## src/srt_pkg.sv

```systemverilog
// ----------------------------------------------------------------------------
// srt_pkg: shared types and codes for the sorted route table
// Operation and status codes, the entry record layout.
// ----------------------------------------------------------------------------
package srt_pkg;

   localparam logic [2:0] OP_FIND   = 3'd0;
   localparam logic [2:0] OP_INSERT = 3'd1;
   localparam logic [2:0] OP_REMOVE = 3'd2;
   localparam logic [2:0] OP_FINDN  = 3'd3;
   localparam logic [2:0] OP_READ   = 3'd4;

   localparam logic [2:0] ST_OK       = 3'd0;
   localparam logic [2:0] ST_DUP      = 3'd1;
   localparam logic [2:0] ST_FULL     = 3'd2;
   localparam logic [2:0] ST_NOTFOUND = 3'd3;
   localparam logic [2:0] ST_RANGE    = 3'd4;

   typedef struct packed {
      logic [63:0] name;
      logic [3:0]  name_len;
      logic [63:0] src_high;
      logic [63:0] src_low;
      logic [7:0]  src_len;
      logic [15:0] metric;
      logic [31:0] iface;
      logic [7:0]  proto;
   } entry_type;

endpackage

```

## src/srt_cmp.sv

```systemverilog
// ----------------------------------------------------------------------------
// srt_cmp: key compare
// Three-way compare of a search key against one stored entry.
// ----------------------------------------------------------------------------
module srt_cmp
   import srt_pkg::*;
(
   input  entry_type key,
   input  entry_type ent,
   input  logic      name_only,
   output logic      eq,
   output logic      lt
);
   always_comb begin
      eq = 1'b0;
      lt = 1'b0;
      if (key.name_len != ent.name_len) begin
         lt = key.name_len < ent.name_len;
      end else if (key.name != ent.name) begin
         lt = key.name < ent.name;
      end else if (name_only || (key.src_len == 8'd0 && ent.src_len == 8'd0)) begin
         eq = 1'b1;
      end else if (key.src_len != ent.src_len) begin
         lt = key.src_len < ent.src_len;
      end else if (key.src_high != ent.src_high) begin
         lt = key.src_high < ent.src_high;
      end else if (key.src_low != ent.src_low) begin
         lt = key.src_low < ent.src_low;
      end else begin
         eq = 1'b1;
      end
   end
endmodule

```

## config.mk

```make
export PLATFORM = sky130hd
export DESIGN_NAME = srt_cmp
export DESIGN_NICKNAME = d
export VERILOG_FILES = /design/src/srt_pkg.sv /design/src/srt_cmp.sv
export SDC_FILE = /design/constraint.sdc
export NUM_CORES = 1
export LEC_CHECK = 0
export ABC_AREA = 1
export BUFFER_PORTS_ARGS = -buffer_cell sky130_fd_sc_hd__buf_2
export CAP_MARGIN = 20
export CORE_AREA = 3 3 201 203
export DETAILED_ROUTE_END_ITERATION = 10
export DIE_AREA = 0 0 204 206
export SLEW_MARGIN = 0
export SYNTH_ARGS = -nofsm -noshare
export SYNTH_HDL_FRONTEND = slang
export SYNTH_SLANG_ARGS = --single-unit
```

## constraint.sdc

```tcl
create_clock -name vclk -period 5.4
set_input_delay 1.08 -clock vclk [all_inputs]
set_output_delay 1.08 -clock vclk [all_outputs]
set_load 0.1 [all_outputs]
```

# After elaboration in Yosys (flattened, before gate mapping)
# Index checks and enable logic that the tools add are counted.
# totals
reg_bits,0
inputBits,521
elab_cells,26
# classes
order_cmp,5
eq_ne,5
n_reduce_logical,4
mux,12
# op_table
operator,n
64-bit < comparator,3
64-bit != test,3
8-bit logical NOT,2
1-bit 2-to-1 mux,12
8-bit < comparator,1
8-bit != test,1
4-bit < comparator,1
4-bit != test,1
1-bit logical AND,1
1-bit logical OR,1

# Logic depth before layout (Yosys ltp)
# Gate-level depths: netlist of the first run.
# depth
word_depth,7
mapped_depth,18

# Worst setup path after synthesis of the first run
# Ideal clock, no wire load.
# synth_path
kind,input port to output port
start,in ent[127] (netlist name)
end,out eq
path_slack_ns,0.111
required_time_ns,4.320
arrival_ns,4.209
cell_stages,10
n_path_buf,0
path_cell_list,inv_1 -> ha_1 -> nand2_1 -> nor2_2 -> nand2_1 -> nor2_2 -> nand2_1 -> nor2_2 -> nand4_1 -> a211oi_1
# synth_via
elab_chain_len,7
# synth_rtl
element,line_no,text
start: declaration,srt_cmp.sv:9,"input entry_type ent,"
64-bit != test,srt_cmp.sv:27,end else if (key.src_low != ent.src_low) begin
1-bit 2-to-1 mux,srt_cmp.sv:27,
1-bit 2-to-1 mux,srt_cmp.sv:25,end else if (key.src_high != ent.src_high) begin
1-bit 2-to-1 mux,srt_cmp.sv:23,end else if (key.src_len != ent.src_len) begin
1-bit 2-to-1 mux,srt_cmp.sv:21,end else if (name_only || (key.src_len == 8'd0 && ent.src_len == 8'd0)) begin
1-bit 2-to-1 mux,srt_cmp.sv:19,end else if (key.name != ent.name) begin
1-bit 2-to-1 mux,srt_cmp.sv:17,if (key.name_len != ent.name_len) begin
end: declaration,srt_cmp.sv:11,"output logic eq,"
# No other way between the ends.

# Worst setup path in the final report of the first run
# layout_path
start,in key[83] (netlist name)
end,out lt
# layout_via
elab_chain_len,7
elab_cells_between_ends,8
classes_between,order compare (1); eq/ne (1); mux (6)
# layout_rtl
element,line_no,text
start: declaration,srt_cmp.sv:8,"input entry_type key,"
64-bit < comparator or 64-bit != test (tied branches),"srt_cmp.sv:28, srt_cmp.sv:27",
1-bit 2-to-1 mux (*),srt_cmp.sv:27,
1-bit 2-to-1 mux (*),srt_cmp.sv:25,
1-bit 2-to-1 mux (*),srt_cmp.sv:23,
1-bit 2-to-1 mux (*),srt_cmp.sv:21,
1-bit 2-to-1 mux (*),srt_cmp.sv:19,
1-bit 2-to-1 mux (*),srt_cmp.sv:17,
end: declaration,srt_cmp.sv:12,output logic lt
# Every way passes the cells marked *; elsewhere a longest branch is shown, timed or not.

==> impl_metrics.py, run 1 <==
metrics = {
    "outcome": {
        "status": "completed",
    },
    "grt": {
        "grt_max_degree": 5,
        "overflow": 0,
        "antenna_found_initial": 10,
        "grt.total_usage_pct": 9.386,
        "grt_pass1_wl_um": 31970,
        "grt_pass1_vias": 6842,
    },
    "timing": {
        "fmaxAchievable_ghz": 0.2288,
        "period_share_pct": 80.94,
        "setup_viol": 0,
        "rsz0062_at_grt": "no",
        "tightest_slew_ps": 517.4,
        "final.min_clock_period_ps": 4371,
        "slew_viol_final": 0,
        "slew_headroom_pct": 65.24,
        "hold_viol": 0,
        "setup_tns_ps": 0,
    },
    "placement": {
        "port_buffers": 411,
        "routabilityCongestion": 0.8767,
        "hpwl_um": 21190,
        "place_inst": 1833,
    },
    "setup_path": {
        "slowest_delay_ps": 440,
        "cp_data_arrival_time_ps": 3290,
        "crit_chain": "buf_2 > ha_1 > a21oi_1 > nand2_1 > nand2_1 > nand3_1 > a21oi_1 > nand2_1 > nand2_1 > nand2_1 > nand3_1 > nand2_1 > a21oi_2 > buf_2",
        "cp_common_cell": "nand2_1",
        "end_kind": "output pin",
        "cp_slowest_cell": "buf_2",
        "start_kind": "input pin",
        "cp_data_required_time_ps": 4320,
        "worstSetupPathType": "in -> out",
        "worstPathMaxFanout": 2,
    },
    "synthesis": {
        "ys_warn_count": 0,
        "yosys.area.top_type": "ha_1",
        "synth.area.top_cells": "ha_1, inv_1, nand2_1",
        "synth_area_um2": 5615,
        "syn-num-nets": 1629,
        "synth_area_per_cell_um2": 6.212,
        "synth.most_common_cell": "inv_1",
        "synth_top_area_share_pct": 45.45,
        "ys_seq_area_share_pct": 0,
        "synth_cell_types": 29,
        "syn_inst": 904,
        "synth_common_cells": "inv_1, ha_1, nand2_1, a21oi_1, nor2_1",
    },
    "layout": {
        "final-seq-area_um2": 0,
        "instances_no_fill": 1838,
        "n_clock_buffer": 0,
        "drive_gt1_share_pct": 33.92,
        "syn2layout_area_growth_pct": 48.40,
        "n_fill_cell": 4363,
        "nets": 2042,
        "seq_cells": 0,
    },
    "routing": {
        "wire_per_inst_um": 11.89,
        "viasPerCell": 3.737,
        "vias": 6868,
        "drtPass1Iterations": 4,
        "postRouteAntennaNets": 0,
        "drt_iter0_markers": 248,
        "wl_um": 21860,
        "drc_errors": 0,
    },
    "die": {
        "die_h_um": 206,
        "initial_core_util_pct": 14.53,
        "placementRows": 72,
        "core_area_um2": 38650,
        "io_pins": 523,
        "die_area_um2": 42020,
        "die_x_um": 204,
    },
    "run": {
        "max-cap-violations": 0,
    },
    "clocking": {
        "cts_hold_buf": 0,
        "post_cts_buffers": 0,
        "cts_resized": 0,
    },
    "power": {
        "peakVddDrop_v": 0.00002561,
        "p_leak_uw": 0.005347,
        "power.density_nw_per_um2": 64.57,
    },
    "hold_path": {
        "hold_path_depth": 4,
        "hold_path.class": "in -> out",
        "hp-start": "name_only",
        "hold_end": "eq",
    },
}
[power by group]
part	internal [uW]	switching, uW	total, uW
registers	0	0	0
clock network	0.000124	0	0.000124
logic	262	276	538
[critical path: cells and delay by family]
family	cells	cell delay [ps]
AO/OA/AOI/OAI	3	590
buffers and inverters	2	540
adder cells (fa/ha/maj)	1	300
AND/OR/NAND/NOR	8	770
[layout by cell type, fill, tap and decap left out]
master / n
a21boi_1: 1
buf_2: 411
nand3_2: 2
nor2_2: 11
inv_2: 6
a221oi_1: 1
nor3_1: 6
nand3b_1: 1
o21bai_1: 1
nor2_1: 50
nor4_1: 2
o21a_1: 10
diode_2: 5
nand4_1: 16
a21o_1: 2
a21oi_2: 1
o21ai_0: 23
inv_1: 243
a31oi_1: 2
o21ai_1: 1
nand3_4: 1
nand3_1: 17
nand2_1: 190
nand2_4: 1
nor3b_2: 1
a21oi_1: 97
a211oi_1: 2
ha_1: 204
nand2_2: 6
nor2_4: 5
nand4_2: 1
[how the worst max path moves through the flow]
stage	from	to	slack (ps)	depth (start not counted)
after global placement	key[83]	lt	990	14
after global routing	key[83]	lt	780	14
after detailed placement	key[83]	lt	990	14
after floorplan	ent[127]	eq	110	10
after CTS	key[83]	lt	980	14
final	key[83]	lt	1030	14
[per-layer routing]
| metal | up-vias | global-route usage [%] | part of all wire [%] |
|---|---|---|---|
| met5 | - | 0 | 0.21 |
| met4 | 8 | 0.5898 | 0.76 |
| met3 | 20 | 1.922 | 8.3 |
| met2 | 233 | 18.22 | 50 |
| met1 | 2886 | 11.06 | 41 |
| li1 | 3721 | - | - |
[logic make-up (layout without fill, tap and decap cells)]
group	after synthesis	in the layout	synth area share (%)
compound gates	141	141	13.46
fa+ha+maj	204	204	45.45
buf+inv	249	660	16.64
other cells	0	5	0
simple gates	310	310	24.44
[final cells by class]
type	count	area [um2]	share of cell area (%)
diodes	5	12.51	0.1502
well taps	518	648.1	7.778
repair buffers	411	2057	24.68
multi-input cells	655	4681	56.17
inverters	249	934.6	11.22
[through the flow]
| stage | cell area (um2) | utilization [%] | hold slack (ps) | power (uW) | worst slack [ps] |
|---|---|---|---|---|---|
| after floorplan | 5615 | - | 2667 | 300.1 | 111.2 |
| after global placement | 8320 | 21.53 | 2807 | 529.4 | 992.4 |
| after detailed placement | 8320 | 21.53 | 2810 | 542.9 | 987.0 |
| after CTS | 8320 | 21.53 | 2815 | 547.1 | 980.8 |
| after global routing | 8325 | 21.54 | 2886 | 628.0 | 778.3 |
| final | 8333 | 21.56 | 2818 | 538.0 | 1029 |
Note: power is estimated with default switching activity, not from simulation.
==> run 2: changes to the inputs <==
Settings changed: ABC_AREA 1 to 0, CORE_AREA 3 3 201 203 to 3 3 203 205, DIE_AREA 0 0 204 206 to 0 0 206 208.
Clock period 5.4 ns to 4.5 ns, I/O delays scaled along.
==> impl_metrics.py, run 2 <==
metrics = {
    "layout": {
        "n_clock_buffer": 0,
        "layout_common_cells": "buf_2, inv_1, ha_1",
        "seq_cells": 0,
        "drive_gt1_share_pct": 38.75,
        "final_common_cell": "buf_2",
        "nets": 1883,
        "instances_no_fill": 1681,
        "syn2layout_area_growth_pct": 57.25,
        "n_antenna_cell": 0,
        "n_fill_cell": 4542,
        "final-seq-area_um2": 0,
    },
    "timing": {
        "tightest_slew_ps": 570.1,
        "setup_viol": 0,
        "slew_headroom_pct": 61.01,
        "hold_viol": 0,
        "slew_viol_final": 0,
        "period_share_pct": 97.60,
        "final.min_clock_period_ps": 4392,
        "fmaxAchievable_ghz": 0.2277,
        "rsz0062_at_grt": "yes",
        "setup_tns_ps": 0,
    },
    "power": {
        "pwr-share-comb_pct": 100.0,
        "swShare_pct": 48.53,
        "power.density_nw_per_um2": 77.12,
        "clkPwrFrac_pct": 0,
        "p_int_uw": 323.7,
        "p_leak_uw": 0.005053,
        "peakVddDrop_v": 0.00002806,
        "seqPwrFrac_pct": 0,
        "p_switching_uw": 305.2,
    },
    "die": {
        "die_x_um": 206,
        "core_area_um2": 39640,
        "io_pins": 523,
        "initial_core_util_pct": 13.08,
        "placementRows": 73,
        "die_area_um2": 42850,
        "die_h_um": 208,
    },
    "synthesis": {
        "yosys.area.top_type": "ha_1",
        "synth_adder_area_share_pct": 49.22,
        "synth_compound_gate_area_share_pct": 19.49,
        "synth_cell_types": 38,
        "synth_common_cells": "ha_1, inv_1, a21oi_1, nand4_1, nand2_1",
        "syn_inst": 725,
        "synth_area_per_cell_um2": 7.153,
        "synth_top_area_share_pct": 49.22,
        "ys_warn_count": 0,
        "synth_area_um2": 5186,
        "synth.area.top_cells": "ha_1, inv_1, a21oi_1",
        "synth_simple_gate_area_share_pct": 16.53,
        "syn-num-nets": 1450,
        "synth_top_family_by_area": "adder cells",
        "synth_mux_area_share_pct": 0,
        "synth_xor_area_share_pct": 0,
        "ys_seq_area_share_pct": 0,
    },
    "placement": {
        "place_inst": 1675,
        "hpwl_um": 22130,
        "port_buffers": 411,
        "routabilityCongestion": 0.8623,
    },
    "grt": {
        "overflow": 0,
        "grt_pass1_vias": 6740,
        "grt_pass1_wl_um": 33500,
        "grt.total_usage_pct": 9.818,
        "antenna_found_initial": 1,
        "grt_max_degree": 4,
    },
    "setup_path": {
        "slowest_delay_ps": 570,
        "cp_data_arrival_time_ps": 3490,
        "crit_end": "eq",
        "crit_cells": 11,
        "worst-path-buf-inv": 4,
        "start_kind": "input pin",
        "worstSetupPathType": "in -> out",
        "cp-startpoint": "ent[189]",
        "critPathTopFamily": "simple AND/OR/NAND/NOR gates",
        "end_kind": "output pin",
        "cp_slowest_cell": "or4_4",
        "cp_data_required_time_ps": 3600,
        "crit_chain": "buf_2 > inv_1 > ha_1 > nand4_2 > nor4_4 > nand3_1 > or4_4 > buf_12 > or4_4 > a21boi_4 > buf_12",
        "worstPathMaxFanout": 3,
    },
    "routing": {
        "drt_iter0_markers": 201,
        "vias": 6536,
        "viasPerCell": 3.888,
        "wl_um": 22840,
        "drtPass1Iterations": 6,
        "wire_per_inst_um": 13.59,
        "drc_errors": 0,
        "postRouteAntennaNets": 0,
    },
    "outcome": {
        "status": "completed",
    },
    "run": {
        "max-cap-violations": 0,
    },
    "hold_path": {
        "hold_path.class": "in -> out",
    },
    "clocking": {
        "cts_hold_buf": 0,
    },
}
-- run 2: kinds of logic after synthesis --
group / count (synthesis)
and+or+nand+nor: 156
AOI/OAI and AO/OA: 161
adders and majority gates: 204
buffers and inverters: 204
-- run 2: area by class of cell --
class / count / area, um2 / share of cell area [%]
multi-input combinational: 521 / 4483 / 54.97
timing repair buffer: 431 / 2250 / 27.59
inverter: 204 / 765.7 / 9.389
tap: 525 / 656.9 / 8.055
-- run 2: power by group through the flow --
stage | registers [uW] | clock network, uW | logic (uW)
floorplan | 0 | 0 | 323
global placement | 0 | 0 | 613
detailed placement | 0 | 0 | 632
CTS | 0 | 0 | 638
global route | 0 | 0 | 728
finish | 0 | 0 | 629
-- run 2: worst min-delay path by stage --
stage                     startpoint  to  slack (ps)  cells after the start
after global placement     name_only  eq        2410                      4
after detailed placement   name_only  eq        2420                      4
after floorplan            name_only  eq        2320                      2
final                      name_only  eq        2420                      4
after CTS                  name_only  eq        2420                      4
after global routing       name_only  eq        2450                      4
-- run 2: timing repair --
action / in CTS / in global routing
pin swaps: 6 / 3
gates resized for setup: 4 / 4
endpoints found under the setup margin: 2 / 2
buffers inserted: 2 / 4
hold endpoints to repair: 0 / 0
-- run 2: per-layer routing --
metal | wire (um) | global-route usage [%] | vias to the layer above
met2 | 11600 | 19.25 | 255
li1 | - | - | 3406
met5 | 17 | 0 | -
met1 | 9340 | 11.51 | 2853
met3 | 1597 | 1.314 | 20
met4 | 288 | 1.077 | 2
-- run 2: metrics by stage --
| stage | setup slack (ps) | hold WS [ps] | area [um2] | utilization, % | power, uW |
|---|---|---|---|---|---|
| 2_1_floorplan | 41.31 | 2324 | 5197 | - | 322.7 |
| 3_3_place_gp | -107.7 | 2408 | 8059 | 20.33 | 613.4 |
| 3_5_place_dp | -177.2 | 2420 | 8059 | 20.33 | 631.8 |
| 4_1_cts | 22.54 | 2420 | 8094 | 20.42 | 637.7 |
| 5_1_grt | -32.01 | 2454 | 8155 | 20.57 | 728.3 |
| 6_report | 107.8 | 2415 | 8155 | 20.57 | 628.9 |
